File: config.mk
export PLATFORM = sky130hd
export DESIGN_NAME = ordered_list_insert_delete_core
export DESIGN_NICKNAME = d
export VERILOG_FILES = /design/src/sv/olid_pkg.sv /design/src/sv/olid_cell.sv /design/src/sv/ordered_list_insert_delete_core.sv
export SDC_FILE = /design/constraint.sdc
export NUM_CORES = 1
export LEC_CHECK = 0
export ABC_AREA = 0
export BUFFER_PORTS_ARGS = -buffer_cell sky130_fd_sc_hd__buf_4
export CORE_MARGIN = 1.5
export CORE_UTILIZATION = 50
export DETAILED_ROUTE_END_ITERATION = 10
export PLACE_DENSITY_LB_ADDON = 0.2
export SLEW_MARGIN = 20
export SYNTH_ARGS = -nofsm -noshare
export SYNTH_HDL_FRONTEND = slang
export SYNTH_SLANG_ARGS = --single-unit
export TNS_END_PERCENT = 100
File: constraint.sdc
create_clock -name clk -period 8.3 [get_ports clk]
set_input_delay 0.83 -clock clk [delete_from_list [all_inputs] [get_ports clk]]
set_output_delay 0.83 -clock clk [all_outputs]
set_load 0.005 [all_outputs]
File: src/sv/olid_pkg.sv
package olid_pkg;

	localparam int KIND_W = 3;
	localparam int POS_W  = 5;
	localparam int VAL_W  = 32;
	localparam int CNT_W  = 5;
	localparam int CAP_W  = 5;

	localparam logic [CAP_W-1:0] CAP_RESET = 5'd16;

	localparam int S_TDATA_W = 40;
	localparam int M_TDATA_W = 40;

	typedef enum logic [KIND_W-1:0] {
		KIND_APPEND    = 3'd0,
		KIND_ERASE     = 3'd1,
		KIND_OVERWRITE = 3'd2,
		KIND_INSERT    = 3'd3,
		KIND_READ      = 3'd4
	} kind_t;

	typedef enum logic [1:0] {
		CELL_HOLD  = 2'd0,
		CELL_LOAD  = 2'd1,
		CELL_LEFT  = 2'd2,
		CELL_RIGHT = 2'd3
	} cell_op_t;

endpackage

File: src/sv/olid_cell.sv
module olid_cell #(
	parameter int W = 32
) (
	input  logic                clk,
	input  olid_pkg::cell_op_t  op,
	input  logic [W-1:0]        load_data,
	input  logic [W-1:0]        left_data,
	input  logic [W-1:0]        right_data,
	output logic [W-1:0]        data
);

	logic [W-1:0] data_q;

	always_ff @(posedge clk) begin
		case (op)
			olid_pkg::CELL_LOAD:  data_q <= load_data;
			olid_pkg::CELL_LEFT:  data_q <= left_data;
			olid_pkg::CELL_RIGHT: data_q <= right_data;
			default:              data_q <= data_q;
		endcase
	end

	assign data = data_q;

endmodule

File: src/sv/ordered_list_insert_delete_core.sv
// A result appears on m_tvalid in the cycle after its request transaction.
// Throughput: one request per cycle while m_tready is high; every cell of the
// element row shifts, loads or holds at the same clock edge.
// Reset: the element count clears, capacity returns to 16 and the output
// register empties; element contents are left as they are.
module ordered_list_insert_delete_core #(
	parameter int MAX_ENTRIES = 16,
	parameter int DATA_WIDTH  = 32
) (
	input  logic        clk,
	input  logic        arst_n,
	// cfg_data: capacity[4:0]
	input  logic        cfg_valid,
	output logic        cfg_ready,
	input  logic [4:0]  cfg_data,
	input  logic        s_tvalid,
	output logic        s_tready,
	// s_tdata: position[4:0], value[36:5], zero[39:37]
	input  logic [39:0] s_tdata,
	// s_tuser: kind[2:0]
	input  logic [2:0]  s_tuser,
	output logic        m_tvalid,
	input  logic        m_tready,
	// m_tdata: read_data[31:0], count[36:32], zero[39:37]
	output logic [39:0] m_tdata,
	// m_tuser: ok[0]
	output logic        m_tuser
);

	localparam int SW = (DATA_WIDTH < olid_pkg::VAL_W) ? DATA_WIDTH : olid_pkg::VAL_W;
	localparam int IW = (MAX_ENTRIES > 1) ? $clog2(MAX_ENTRIES) : 1;
	localparam int CW = $clog2(MAX_ENTRIES + 1);
	localparam int PW = ((CW > olid_pkg::POS_W) ? CW : olid_pkg::POS_W) + 1;

	logic [olid_pkg::CAP_W-1:0]  capacity_q;
	logic [CW-1:0]               used_q;
	logic                        m_tvalid_q;
	logic                        ok_q;
	logic [olid_pkg::VAL_W-1:0]  rdata_q;
	logic [olid_pkg::CNT_W-1:0]  count_q;

	olid_pkg::kind_t             kind;
	logic [olid_pkg::POS_W-1:0]  position;
	logic [olid_pkg::VAL_W-1:0]  value;
	logic [SW-1:0]               wr_data;

	logic [PW-1:0]               pos_x;
	logic [PW-1:0]               used_x;
	logic [PW-1:0]               lim_x;
	logic [PW-1:0]               cap_x;
	logic [PW-1:0]               ix;
	logic                        accept;
	logic                        in_list;
	logic                        room;
	logic                        ok;
	logic [CW-1:0]               used_next;
	logic [IW-1:0]               rd_idx;
	logic [olid_pkg::VAL_W-1:0]  rdata;

	logic [SW-1:0]               cell_data [MAX_ENTRIES];
	olid_pkg::cell_op_t          cell_op   [MAX_ENTRIES];

	assign kind     = olid_pkg::kind_t'(s_tuser);
	assign position = s_tdata[olid_pkg::POS_W-1:0];
	assign value    = s_tdata[olid_pkg::POS_W +: olid_pkg::VAL_W];
	assign wr_data  = value[SW-1:0];

	assign cfg_ready = 1'b1;
	assign s_tready  = !m_tvalid_q || m_tready;
	assign accept    = s_tvalid && s_tready;

	assign pos_x   = PW'(position);
	assign used_x  = PW'(used_q);
	assign cap_x   = PW'(capacity_q);
	assign lim_x   = (cap_x < PW'(MAX_ENTRIES)) ? cap_x : PW'(MAX_ENTRIES);
	assign in_list = (pos_x != '0) && (pos_x <= used_x);
	assign room    = used_x < lim_x;
	assign rd_idx  = IW'(pos_x - PW'(1));

	always_comb begin
		ok        = 1'b0;
		used_next = used_q;
		rdata     = '0;
		case (kind)
			olid_pkg::KIND_APPEND: begin
				ok = room;
				if (room) used_next = used_q + CW'(1);
			end
			olid_pkg::KIND_ERASE: begin
				ok = in_list;
				if (in_list) used_next = used_q - CW'(1);
			end
			olid_pkg::KIND_OVERWRITE: begin
				ok = in_list;
			end
			olid_pkg::KIND_INSERT: begin
				ok = room && (pos_x <= used_x);
				if (ok) used_next = used_q + CW'(1);
			end
			olid_pkg::KIND_READ: begin
				ok = in_list;
				if (in_list) rdata = olid_pkg::VAL_W'(cell_data[rd_idx]);
			end
			default: begin
				ok = 1'b0;
			end
		endcase
	end

	always_comb begin
		ix = '0;
		for (int i = 0; i < MAX_ENTRIES; i++) begin
			ix         = PW'(i);
			cell_op[i] = olid_pkg::CELL_HOLD;
			if (accept && ok) begin
				case (kind)
					olid_pkg::KIND_APPEND: begin
						if (ix == used_x) cell_op[i] = olid_pkg::CELL_LOAD;
					end
					olid_pkg::KIND_ERASE: begin
						if ((ix + PW'(1) >= pos_x) && (ix + PW'(1) < used_x))
							cell_op[i] = olid_pkg::CELL_RIGHT;
					end
					olid_pkg::KIND_OVERWRITE: begin
						if (ix + PW'(1) == pos_x) cell_op[i] = olid_pkg::CELL_LOAD;
					end
					olid_pkg::KIND_INSERT: begin
						if (ix == pos_x)
							cell_op[i] = olid_pkg::CELL_LOAD;
						else if ((ix > pos_x) && (ix <= used_x))
							cell_op[i] = olid_pkg::CELL_LEFT;
					end
					default: begin
						cell_op[i] = olid_pkg::CELL_HOLD;
					end
				endcase
			end
		end
	end

	for (genvar g = 0; g < MAX_ENTRIES; g++) begin : g_cell
		olid_cell #(
			.W (SW)
		) u_cell (
			.clk        (clk),
			.op         (cell_op[g]),
			.load_data  (wr_data),
			.left_data  (cell_data[(g > 0) ? g - 1 : g]),
			.right_data (cell_data[(g < MAX_ENTRIES - 1) ? g + 1 : g]),
			.data       (cell_data[g])
		);
	end

	always_ff @(posedge clk or negedge arst_n) begin
		if (!arst_n) begin
			capacity_q <= olid_pkg::CAP_RESET;
			used_q     <= '0;
			m_tvalid_q <= 1'b0;
		end else begin
			if (cfg_valid && cfg_ready) capacity_q <= cfg_data;
			if (accept) begin
				used_q     <= used_next;
				m_tvalid_q <= 1'b1;
			end else if (m_tready) begin
				m_tvalid_q <= 1'b0;
			end
		end
	end

	always_ff @(posedge clk) begin
		if (accept) begin
			ok_q    <= ok;
			rdata_q <= rdata;
			count_q <= olid_pkg::CNT_W'(used_next);
		end
	end

	assign m_tvalid = m_tvalid_q;
	assign m_tuser  = ok_q;
	assign m_tdata  = {3'b000, count_q, rdata_q};

endmodule

# Word level (Yosys, flattened, before mapping)
# Cells that the tools add are included.
dict set report totals {
  reg_bits 561
  input_bits 53
  out_inout_bits 44
  wordCells 375
}
dict set report classes {
  addsub 3
  magnitude_cmp 68
  n_eq_ne 81
  n_mux 139
  n_bitwise 1
  n_reduce_logical 61
}
# cell count
set op_table {}
lappend op_table {{32-bit case mux with 3 select lines} 14}
lappend op_table {{32-bit binary-select mux with 4-bit select} 1}
lappend op_table {{2-bit 2-to-1 mux} 64}
lappend op_table {{2-bit case mux with 4 select lines} 16}
lappend op_table {{32-bit case mux with 2 select lines} 2}
lappend op_table {{4-bit by 5-bit equality test with 1-bit output (first input constant)} 16}
lappend op_table {{32-bit 2-to-1 mux} 2}
lappend op_table {{2-bit equality test (second input constant)} 30}
lappend op_table {{3-bit nonzero test} 14}
lappend op_table {{3-bit by 5-bit equality test with 1-bit output (first input constant)} 8}
lappend op_table {{4-bit by 5-bit >= comparator with 1-bit output (first input constant)} 8}
lappend op_table {{4-bit by 5-bit > comparator with 1-bit output (first input constant)} 8}
lappend op_table {{4-bit by 5-bit less-or-equal comparator with 1-bit output (first input constant)} 8}
lappend op_table {{4-bit by 5-bit < comparator with 1-bit output (first input constant)} 8}
lappend op_table {{1-bit logical AND} 36}
lappend op_table {{1-bit 2-to-1 mux} 34}
lappend op_table {{2-bit by 1-bit equality test with 1-bit output (second input constant)} 16}
lappend op_table {{2-bit by 5-bit equality test with 1-bit output (first input constant)} 4}
lappend op_table {{3-bit by 5-bit >= comparator with 1-bit output (first input constant)} 4}
lappend op_table {{3-bit by 5-bit > comparator with 1-bit output (first input constant)} 4}
lappend op_table {{3-bit by 5-bit less-or-equal comparator with 1-bit output (first input constant)} 4}
lappend op_table {{3-bit by 5-bit < comparator with 1-bit output (first input constant)} 4}
lappend op_table {{5-bit 2-to-1 mux} 4}
lappend op_table {{5-bit case mux with 3 select lines} 1}
lappend op_table {{32 further kinds} 43}

# Logic depth before layout (Yosys ltp)
dict set report logic_depth {
  ltp_word 9
  mapped_depth 20
  mapped_depth_nobuf 12
}

# Hierarchy
# Synthesis repeated with hierarchy kept, for this count alone.
dict set report unflattened {
  hier_cells 2977
  area_unflattened_um2 34750.8
}
# module instances cells_each area_each_um2 seq_area_each_um2
set by_module_without_submodules {}
lappend by_module_without_submodules {olid_cell 16 140 1672.9 960.9}
lappend by_module_without_submodules {ordered_list_insert_delete_core 1 737 7985.2 1417.6}

# Worst setup path after synthesis
# OpenSTA, ideal clock, no wires.
dict set report synth_timing {
  path_type {input port to flip-flop}
  start {in s_tdata[0]}
  end {reg g_cell[3].u_cell.data_q[0] (enable)}
  setup_ps 432
  t_arrival_ps 5207
  required_time_ps 7868
  slack_ps 2661
  stages 16
  n_path_buf 7
  path_cell_list {buf_2 -> buf_2 -> clkbuf_1 -> buf_1 -> inv_1 -> ha_1 -> or4b_4 -> nand2_1 -> o21ai_2 -> a2bb2oi_4 -> buf_6 -> inv_4 -> nand2b_1 -> buf_2 -> buf_2 -> a21oi_1}
}
dict set report synth_between {
  elab_cells_between_ends 22
  cone_classes {3 x order compare; 5 x eq/ne; 7 x mux; 7 x reduce/logical}
}
# item line_no
set synth_lines {}
lappend synth_lines {{start: declaration} ordered_list_insert_delete_core.sv:19} ;# input logic [39:0] s_tdata,
lappend synth_lines {{5-bit less-or-equal comparator / 6-bit nonzero test (equally long branches)} {ordered_list_insert_delete_core.sv:76, ordered_list_insert_delete_core.sv:97}}
lappend synth_lines {{1-bit logical AND (on tied branches)} {ordered_list_insert_delete_core.sv:76, ordered_list_insert_delete_core.sv:97}}
lappend synth_lines {{1-bit case mux with 3 select lines *} ordered_list_insert_delete_core.sv:84} ;# case (kind)
lappend synth_lines {{net ok} ordered_list_insert_delete_core.sv:55} ;# logic ok;
lappend synth_lines {{1-bit logical AND *} ordered_list_insert_delete_core.sv:115} ;# if (accept && ok) begin
lappend synth_lines {{2-bit 2-to-1 mux *} ordered_list_insert_delete_core.sv:115}
lappend synth_lines {{2-bit by 1-bit equality test with 1-bit output / 2-bit equality test (equally long branches)} olid_cell.sv:15} ;# case (op)
lappend synth_lines {{3-bit nonzero test (no line) *} -}
lappend synth_lines {{end signal: assignment} olid_cell.sv:16} ;# olid_pkg::CELL_LOAD: data_q <= load_data;
lappend synth_lines {{end signal: assignment} olid_cell.sv:17} ;# olid_pkg::CELL_LEFT: data_q <= left_data;
lappend synth_lines {{end signal: assignment} olid_cell.sv:18} ;# olid_pkg::CELL_RIGHT: data_q <= right_data;
lappend synth_lines {{end: declaration} olid_cell.sv:12} ;# logic [W-1:0] data_q;
# Mark *: on every way through the listed nets, which the timed path passes. The rest lies on a longest branch.
# A chain may end at the register's enable or synchronous reset.

# Worst setup path after layout
dict set report layout_timing {
  start {reg used_q[2]}
  end {reg g_cell[0].u_cell.data_q[10] (data pin)}
}
dict set report layout_between {
  elab_chain_len 8
  elab_cells_between_ends 20
  cone_classes {4 x order compare; 2 x eq/ne; 8 x mux; 6 x reduce/logical}
}
# item line_no
set layout_rtl {}
lappend layout_rtl {{start: declaration} ordered_list_insert_delete_core.sv:36} ;# logic [CW-1:0] used_q;
lappend layout_rtl {{start signal: assignment} ordered_list_insert_delete_core.sv:162} ;# used_q <= used_next;
lappend layout_rtl {{1-bit by 5-bit less-or-equal comparator with 1-bit output} ordered_list_insert_delete_core.sv:130} ;# else if ((ix > pos_x) && (ix <= used_x))
lappend layout_rtl {{1-bit logical AND} ordered_list_insert_delete_core.sv:130}
lappend layout_rtl {{2-bit 2-to-1 mux} ordered_list_insert_delete_core.sv:130}
lappend layout_rtl {{2-bit 2-to-1 mux} ordered_list_insert_delete_core.sv:128} ;# if (ix == pos_x)
lappend layout_rtl {{2-bit case mux with 4 select lines} ordered_list_insert_delete_core.sv:116} ;# case (kind)
lappend layout_rtl {{2-bit 2-to-1 mux *} ordered_list_insert_delete_core.sv:115}
lappend layout_rtl {{2-bit equality test / 2-bit by 1-bit equality test with 1-bit output (equally long branches)} olid_cell.sv:15}
lappend layout_rtl {{32-bit case mux with 2 select lines *} olid_cell.sv:15}
lappend layout_rtl {{end signal: assignment} olid_cell.sv:16}
lappend layout_rtl {{end signal: assignment} olid_cell.sv:17}
lappend layout_rtl {{end signal: assignment} olid_cell.sv:18}
lappend layout_rtl {{end: declaration} olid_cell.sv:12}
# Mark *: on every way between the ends. The rest lies on a longest branch, timed or not.

==> results.cfg <==
[timing]
fin_setup_tns_ns = 0
final.min_clock_period_ns = 5.16
hold_ws_ns = 0.0461
slew_headroom = 0.274
period_share = 0.622
skew_ns = 0.0212
rsz0062_at_grt = false
worstMarginPinSlew_ns = 1.09
hold_violations = 0
max_freq_mhz = 194
fin_ws_ns = 3.14
drv_slew = 0
finalSetupViolCount = 0

[floorplan]
start_util = 0.504
io_pins = 97
rows = 97
dieWidth_um = 268
die_area_um2 = 71900
coreArea_um2 = 69800
die_h_um = 268

[cells_and_area]
drive_above_1_share = 0.564
synthToLayoutAreaGrowth_pct = 10.2
instances_no_fill = 3341
post-route-util = 0.555
layout.nets = 2427

[detailed_routing]
vias = 22025
routedWlPerCell_um = 31.2
vias_per_cell = 6.59
drt-initial-drc-count = 2129
ant_nets = 0
wl_um = 104000
firstDrtPassIters = 6
drc_errors = 0

[synth]
ys_types = 85
yosysWarnings = 0
synth_cells = 2346
ys.flop_type = edfxtp_1
synth_compound_area_frac = 0.0386
synthTopCellsByArea = edfxtp_1, mux2_2, mux4_2
synthAdderAreaFrac = 0.00676
mappedNetlistArea_um2 = 35100
yosys.area.top_type = edfxtp_1
synth_top_area_frac = 0.470
seq_area_frac_synth = 0.478
yosys.area_share.simple = 0.0376
ys_ff_latch = 561
syn_avg_cell_area_um2 = 15.0
synth_xor_area_frac = 0.00174
synthMuxAreaShare = 0.404
async_flop_share = 0.0196
synth-edff-count = 550
synth_top_family_by_area = multiplexers

[setup_path]
criticalPathCategory = reg -> reg
regToRegEndpoint = g_cell[0].u_cell.data[10]
cp-end-kind = register
crit_path_max_fanout = 19
startpoint_type = register
rr_worst_depth = 9
cp.required_ns = 8.64
worst_ep_arrival_time_ns = 5.50
ff2ff_setup_slack_ns = 3.14
r2r_start = used_q[2]

[clock_network]
clk_pin_slew_worst_paths_ns = 0.06
holdBufCountCts = 0
postCtsSetupBuffers = 0
cts_htree_levels = 3
clockBufferDepth = 3
cts.sinks = 561
ctsResizeCount = 0
clk_latency_ns = 0.61
tritoncts = built
cts_buffers = 67
root_buffer = clkbuf_16

[pwr]
power_density_nw_per_um2 = 187
power.leakage_nw = 12.8
ir_drop_uv = 158
pwr-share-seq = 0.446
pwr-share-comb = 0.164
p_sw_frac = 0.267
power_switching_mw = 1.94
internal_power_mw = 5.30
clockPowerShare = 0.391

[global_route]
grt_usage = 0.293
grt_max_degree = 88
grt_overflow = 0
grt_pass1_vias = 22454
antenna_found_initial = 2
grt_first_pass_wirelength_um = 153000

[placed_design]
hpwl_um = 58700
dp.cells = 3226
port_buffers = 89
dp_slack_ns = 2.89
gp_congestion = 0.931

[worst_hold_path]
hold_path.class = in -> async

[job]
maxCapViolCount = 0

[outcome]
status = complete, no violations
[worst max-delay path, cell delays in order (launching register included)]
cell       delay [ns]
dfrtp_1          0.85
inv_1            0.40
ha_1             0.40
o211ai_1         0.08
a21oi_1          0.31
o311a_1          0.34
a2bb2oi_4        0.69
or3_2            0.89
buf_4            0.54
mux2_4           0.34
[worst max path at each step]
| stage | slack, ns | cells after the start | endpoint | from |
|---|---|---|---|---|
| 6_report | 3.14 | 9 | g_cell[0].u_cell.data[10] | used_q[2] |
| 5_1_grt | 3.06 | 11 | g_cell[15].u_cell.data[6] | used_q[2] |
| 4_1_cts | 3.31 | 9 | g_cell[0].u_cell.data[10] | used_q[2] |
| 3_5_place_dp | 2.89 | 10 | g_cell[0].u_cell.data[19] | s_tdata[0] |
| 3_3_place_gp | 2.72 | 10 | g_cell[5].u_cell.data[17] | s_tdata[0] |
| 2_1_floorplan | 2.66 | 16 | g_cell[3].u_cell.data[0] | s_tdata[0] |
[power groups by stage]
stage          clock [mW]  combinational (mW)  sequential, mW
2_1_floorplan           0               0.855            3.24
3_3_place_gp            0                1.15            3.28
3_5_place_dp            0                1.17            3.28
4_1_cts              2.86                1.17            3.22
5_1_grt              2.96                1.27            3.23
6_report             2.83                1.19            3.23
[placed cells by master, fill, tap and decap left out, types with 11 or more instances in the layout]
cell type,n
mux2_2,888
edfxtp_1,550
buf_4,140
mux4_2,128
clkbuf_16,70
a211oi_1,65
mux2_1,46
nor2b_1,41
nor2_1,40
nand2_1,33
mux2i_1,32
mux2_4,31
nand3_1,24
o21ai_0,23
a21oi_1,19
clkbuf_1,18
ha_1,17
clkinv_1,11
[per-stage QoR]
stage / instance area [um2] / power [mW]
CTS: 38700 / 7.26
floorplan: 35200 / 4.10
detailed placement: 36700 / 4.45
global placement: 36600 / 4.44
global route: 38700 / 7.46
finish: 38700 / 7.24
[cells in the mapped netlist (all sizes together), types with 5 or more instances]
master	count
a211oi	67
a21oi	28
a221oi	5
a311oi	5
a31oi	11
and2	8
buf	138
clkbuf	71
dfrtp	10
edfxtp	550
ha	19
inv	14
mux2	965
mux2i	32
mux4	128
nand2	37
nand2b	9
nand3	26
nor2	48
nor2b	41
nor3	21
o211ai	6
o21ai	26
or3	12
xnor2	7
[logic make-up after synthesis]
logic type               Yosys count
multiplexers                    1125
buffers and inverters            223
adder cells (fa/ha/maj)           19
XOR/XNOR                           7
other                              2
AO/OA/AOI/OAI                    183
flip-flops                       561
AND/OR/NAND/NOR                  226
[state kept, by name, indices dropped and copies added, names as in the netlist]
name	cells
used_q	5
capacity_q	5
m_tuser	1
rdata_q	32
g_cell.u_cell.data	512
m_tvalid	1
count_q	5
[metal layers]
layer	GRT usage	vias to the layer above	routed length (um)
met4	0.0948	2	3310
met3	0.0469	218	7440
met5	0	-	17
li1	-	9356	-
met2	0.473	926	49500
met1	0.406	11523	44100
[final cells by class]
cell class	instances	area [um2]
sequential	561	16800
clock buffer	89	1830
tap	940	1180
clock inverter	25	201
inverter	14	56.3
timing repair buffer	147	1160
fill	5601	31100
antenna	1	2.50
multi-input combinational	1564	17500
Note: power is estimated with default switching activity, not from simulation.
